===== config.mk =====
export PLATFORM = sky130hd
export DESIGN_NAME = rhh_hash
export DESIGN_NICKNAME = d
export VERILOG_FILES = /design/src/rhh_pkg.sv /design/src/rhh_hash.sv
export SDC_FILE = /design/constraint.sdc
export NUM_CORES = 1
export LEC_CHECK = 0
export BUFFER_PORTS_ARGS = -buffer_cell sky130_fd_sc_hd__buf_2
export CORE_ASPECT_RATIO = 0.8
export CORE_UTILIZATION = 40
export DETAILED_ROUTE_END_ITERATION = 12
export GPL_ROUTABILITY_DRIVEN = 0
export HOLD_SLACK_MARGIN = 0.15
export PLACE_DENSITY = 0.68
export SLEW_MARGIN = 5
export SYNTH_ARGS = -nofsm -noshare
export SYNTH_HDL_FRONTEND = slang
export SYNTH_SLANG_ARGS = --single-unit

===== constraint.sdc =====
create_clock -name clk -period 7.99 [get_ports clk]
set_input_delay 0.799 -clock clk [delete_from_list [all_inputs] [get_ports clk]]
set_output_delay 0.799 -clock clk [all_outputs]
set_load 0.01 [all_outputs]

===== src/rhh_pkg.sv =====
// ----------------------------------------------------------------------------
// rhh_pkg
// types and constants shared by the robin hood hash table
// ----------------------------------------------------------------------------
package rhh_pkg;

	localparam logic [31:0] FNV_BASIS = 32'h811C9DC5;
	localparam logic [31:0] FNV_PRIME = 32'h01000193;

	typedef enum logic [1:0] {
		ACT_INSERT = 2'd0,
		ACT_LOOKUP = 2'd1,
		ACT_REMOVE = 2'd2,
		ACT_NONE   = 2'd3
	} action_t;

	typedef enum logic [1:0] {
		ST_OK        = 2'd0,
		ST_NOT_FOUND = 2'd1,
		ST_EXISTS    = 2'd2,
		ST_FULL      = 2'd3
	} status_t;

	typedef enum logic [1:0] {
		MARK_EMPTY = 2'd0,
		MARK_USED  = 2'd1,
		MARK_TOMB  = 2'd2,
		MARK_SPARE = 2'd3
	} mark_t;

	typedef enum logic [2:0] {
		S_IDLE,
		S_CLEAR,
		S_HASH,
		S_READ,
		S_PROBE,
		S_DONE
	} state_t;

	typedef struct packed {
		logic start;
		logic busy;
	} hash_ctl_t;

endpackage


===== src/rhh_hash.sv =====
// ----------------------------------------------------------------------------
// rhh_hash
// byte-serial fnv-1a hash and key normalisation, one byte a cycle
// ----------------------------------------------------------------------------
module rhh_hash #(
	parameter int KEY_BYTES = 8
) (
	input  logic             clk,
	input  logic             arst_n,
	input  logic             start,
	input  logic [63:0]      key,
	output rhh_pkg::hash_ctl_t ctl,
	output logic [31:0]      hash,
	output logic [63:0]      kept
);
	import rhh_pkg::*;

	localparam int CW = 4;

	logic [CW-1:0] cnt_q;
	logic          busy_q;
	logic [63:0]   raw_q;
	logic [31:0]   h_q;
	logic [63:0]   kept_q;
	logic [7:0]    b;
	logic [2:0]    bi;

	assign bi = cnt_q[2:0];
	assign b  = raw_q[8*bi +: 8];

	always_ff @(posedge clk or negedge arst_n) begin
		if (!arst_n) begin
			busy_q <= 1'b0;
			cnt_q  <= '0;
		end else if (start) begin
			busy_q <= 1'b1;
			cnt_q  <= '0;
		end else if (busy_q) begin
			if (b == 8'd0 || cnt_q == CW'(KEY_BYTES - 1)) busy_q <= 1'b0;
			cnt_q <= cnt_q + 1'b1;
		end
	end

	always_ff @(posedge clk) begin
		if (start) begin
			raw_q  <= key;
			h_q    <= FNV_BASIS;
			kept_q <= '0;
		end else if (busy_q && b != 8'd0) begin
			h_q <= (h_q ^ {24'd0, b}) * FNV_PRIME;
			kept_q[8*bi +: 8] <= b;
		end
	end

	assign ctl.start = start;
	assign ctl.busy  = busy_q;
	assign hash      = h_q;
	assign kept      = kept_q;
endmodule


==> impl_metrics.env <==
export IMPL_status="complete, no violations"
export IMPL_grt_pass1_wl_um=46500
export IMPL_syn_area_per_cell_um2=10.6
export IMPL_critPathArrivalTime_ns=7.69
export IMPL_synth_ff_type="dfxtp_1"
export IMPL_multi_input_area_um2=7010
export IMPL_ys_top_cells_by_area="ha_1, dfxtp_1, edfxtp_1, fa_1, inv_1"
export IMPL_vias=8478
export IMPL_io_pins=165
export IMPL_dieArea_um2=30500
export IMPL_fin_area_um2=13700
export IMPL_grt_overflow=0
export IMPL_ctsHoldBuffers=0
export IMPL_netlist_area_um2=11900
export IMPL_final_setup_tns_ns=0
export IMPL_crit_chain="mux4_2 > mux2i_4 > xnor2_1 > ha_1 > ha_1 > fa_1 > ha_1 > fa_1 > ha_1 > inv_1 > fa_1 > inv_1 > ha_1 > a211o_1 > a21oi_1 > nor4b_1 > o21ai_0 > a311oi_1 > a21oi_1 > xnor2_1 > o31ai_1"
export IMPL_layout_min_cycle_time_ns=7.35
export IMPL_die_h_um=157
export IMPL_synthArstFlopShare=0.0303
export IMPL_clock_sinks=165
export IMPL_postCtsSetupRepairBufs=0
export IMPL_ys_warn_count=0
export IMPL_crit_family="adder cells"
export IMPL_seq_area_frac_synth=0.333
export IMPL_wl_per_cell_um=17.6
export IMPL_fmax_ghz=0.136
export IMPL_grt_util_all_layers=0.201
export IMPL_grt_max_degree=117
export IMPL_cts_tree="done"
export IMPL_crit_required_ns=8.33
export IMPL_core_area_um2=29400
export IMPL_numPortBuffers=164
export IMPL_nNetsFinal=1613
export IMPL_critical_path_startpoint="cnt_q[1]$_DFFE_PN0P_"
export IMPL_fillCellCount=2704
export IMPL_clk_latency_ns=0.44
export IMPL_final_core_util=0.467
export IMPL_synth_edf_count=64
export IMPL_diodes=0
export IMPL_slowest_stage="xnor2_1"
export IMPL_yosysTopAreaCellShare=0.196
export IMPL_cts_root_buffer="clkbuf_16"
export IMPL_antenna_found_initial=0
export IMPL_drt_initial_drc_count=508
export IMPL_tightest_slew_ns=1.16
export IMPL_worst_path_max_fanout=15
export IMPL_synthTopCellsByCount="inv_1, ha_1, dfxtp_1"
export IMPL_finalSetupViolCount=0
export IMPL_finalCritPeriodShare=0.920
export IMPL_path_buf_inv=2
export IMPL_num_rows=56
export IMPL_rsz0062_at_grt="no"
export IMPL_cap_violations=0
export IMPL_finalHoldViolations=0
export IMPL_ctsHtreeMaxLevel=4
export IMPL_slew_headroom=0.218
export IMPL_synthDistinctLibCells=59
export IMPL_cts_repair_resize_count=0
export IMPL_slowest_delay_ns=0.79
export IMPL_crit_path_start_kind="flop"
export IMPL_dpl_cell_area_um2=13100
export IMPL_ant_nets=0
export IMPL_synth_nets=1454
export IMPL_crit_type="flop to flop"
export IMPL_dr_pass1_iters=4
export IMPL_wirelength_um=29500
export IMPL_synth_seq_cells=165
export IMPL_via_per_inst=5.06
export IMPL_syn_inst=1126
export IMPL_yosysMostFrequentCell="inv_1"
export IMPL_hpwl_um=22700
export IMPL_syn_to_final_growth_pct=14.8
export IMPL_drive_gt1_frac=0.193
export IMPL_die_w_um=195
export IMPL_fin_skew_ns=0.0112
export IMPL_cp_common_cell="ha_1"
export IMPL_clock_path_buffers=2
export IMPL_cts_reportedPaths_clkPinSlew_ns=0.07
export IMPL_yosysTopAreaCell="ha_1"
export IMPL_numCtsBuffers=17
export IMPL_first_global_vias=8374
export IMPL_hp_class="input pin to asynchronous set/reset pin"
export IMPL_post_route_drc_count=0
export IMPL_seqCellArea_um2=3970
export IMPL_reg2reg_from="cnt_q[1]$_DFFE_PN0P_"
export IMPL_setup_worst_path_end_class="flop"
export IMPL_slew_violations=0
export IMPL_start_util=0.407
## state kept, by name, summed over array words and instances, names as in the netlist
| name | cells |
|---|---|
| kept | 64 |
| raw_q | 64 |
| hash | 32 |
| cnt_q | 4 |
| busy_q | 1 |
## metrics by stage
stage,instances,setup WS (ns),hold WS (ns)
4_1_cts,1675,0.401,0.157
3_3_place_gp,1643,0.606,0.445
5_1_grt,1675,0.234,0.160
3_5_place_dp,1643,0.431,0.444
6_report,1675,0.641,0.174
2_1_floorplan,1126,1.51,0.481
## layout by cell type, fill, tap and decap left out, types with 10 or more instances in the layout
cell,Yosys,routed
nor2_1,91,91
inv_1,196,196
a211oi_1,19,19
mux4_2,16,16
nor3_1,18,18
ha_1,187,187
buf_2,10,163
a21oi_1,65,65
xnor2_1,41,41
dfxtp_1,96,96
nand3b_1,20,20
buf_4,9,14
o21ai_0,24,24
fa_1,74,74
edfxtp_1,64,64
clkbuf_16,0,18
xor2_1,16,16
nand2b_1,10,10
nand2_1,46,46
a21o_1,10,10
a211o_1,10,10
## logic make-up after synthesis
family / count (synthesis) / synth area share
AO/OA/AOI/OAI: 168 / 0.0913
XOR/XNOR: 57 / 0.0418
adder cells (fa/ha/maj): 261 / 0.320
buffers and inverters: 236 / 0.0808
flip-flops: 165 / 0.333
multiplexers: 25 / 0.0451
AND/OR/NAND/NOR: 214 / 0.0883
## routing by layer
metal / track usage / part of all wire / up-vias
li1: - / - / 4123
met4: 0.0502 / 0.015 / 0
met2: 0.297 / 0.43 / 243
met1: 0.293 / 0.49 / 4087
met5: 0 / 0 / -
met3: 0.0478 / 0.068 / 25
## worst paths after layout
path,to,slack [ns],depth (start not counted)
min reg2reg,kept[47]$_SDFFE_PP0P_,0.45,2
min,cnt_q[0]$_DFFE_PN0P_,0.17,1
max reg2reg,hash[30]$_SDFFE_PP0P_,0.64,21
min in group clk,kept[47]$_SDFFE_PP0P_,0.45,2
max in group asynchronous,cnt_q[0]$_DFFE_PN0P_,7.66,1
max,hash[30]$_SDFFE_PP0P_,0.64,21
## layout make-up
class | count | area share
tap | 377 | 0.0344
clock buffer | 20 | 0.0336
multi-input combinational | 725 | 0.512
timing repair buffer | 178 | 0.0681
inverter | 198 | 0.0544
clock inverter | 12 | 0.00758
sequential | 165 | 0.290
Power is not shown: default switching activity piles up to over one toggle a cycle in this logic, so the estimate is an artifact.
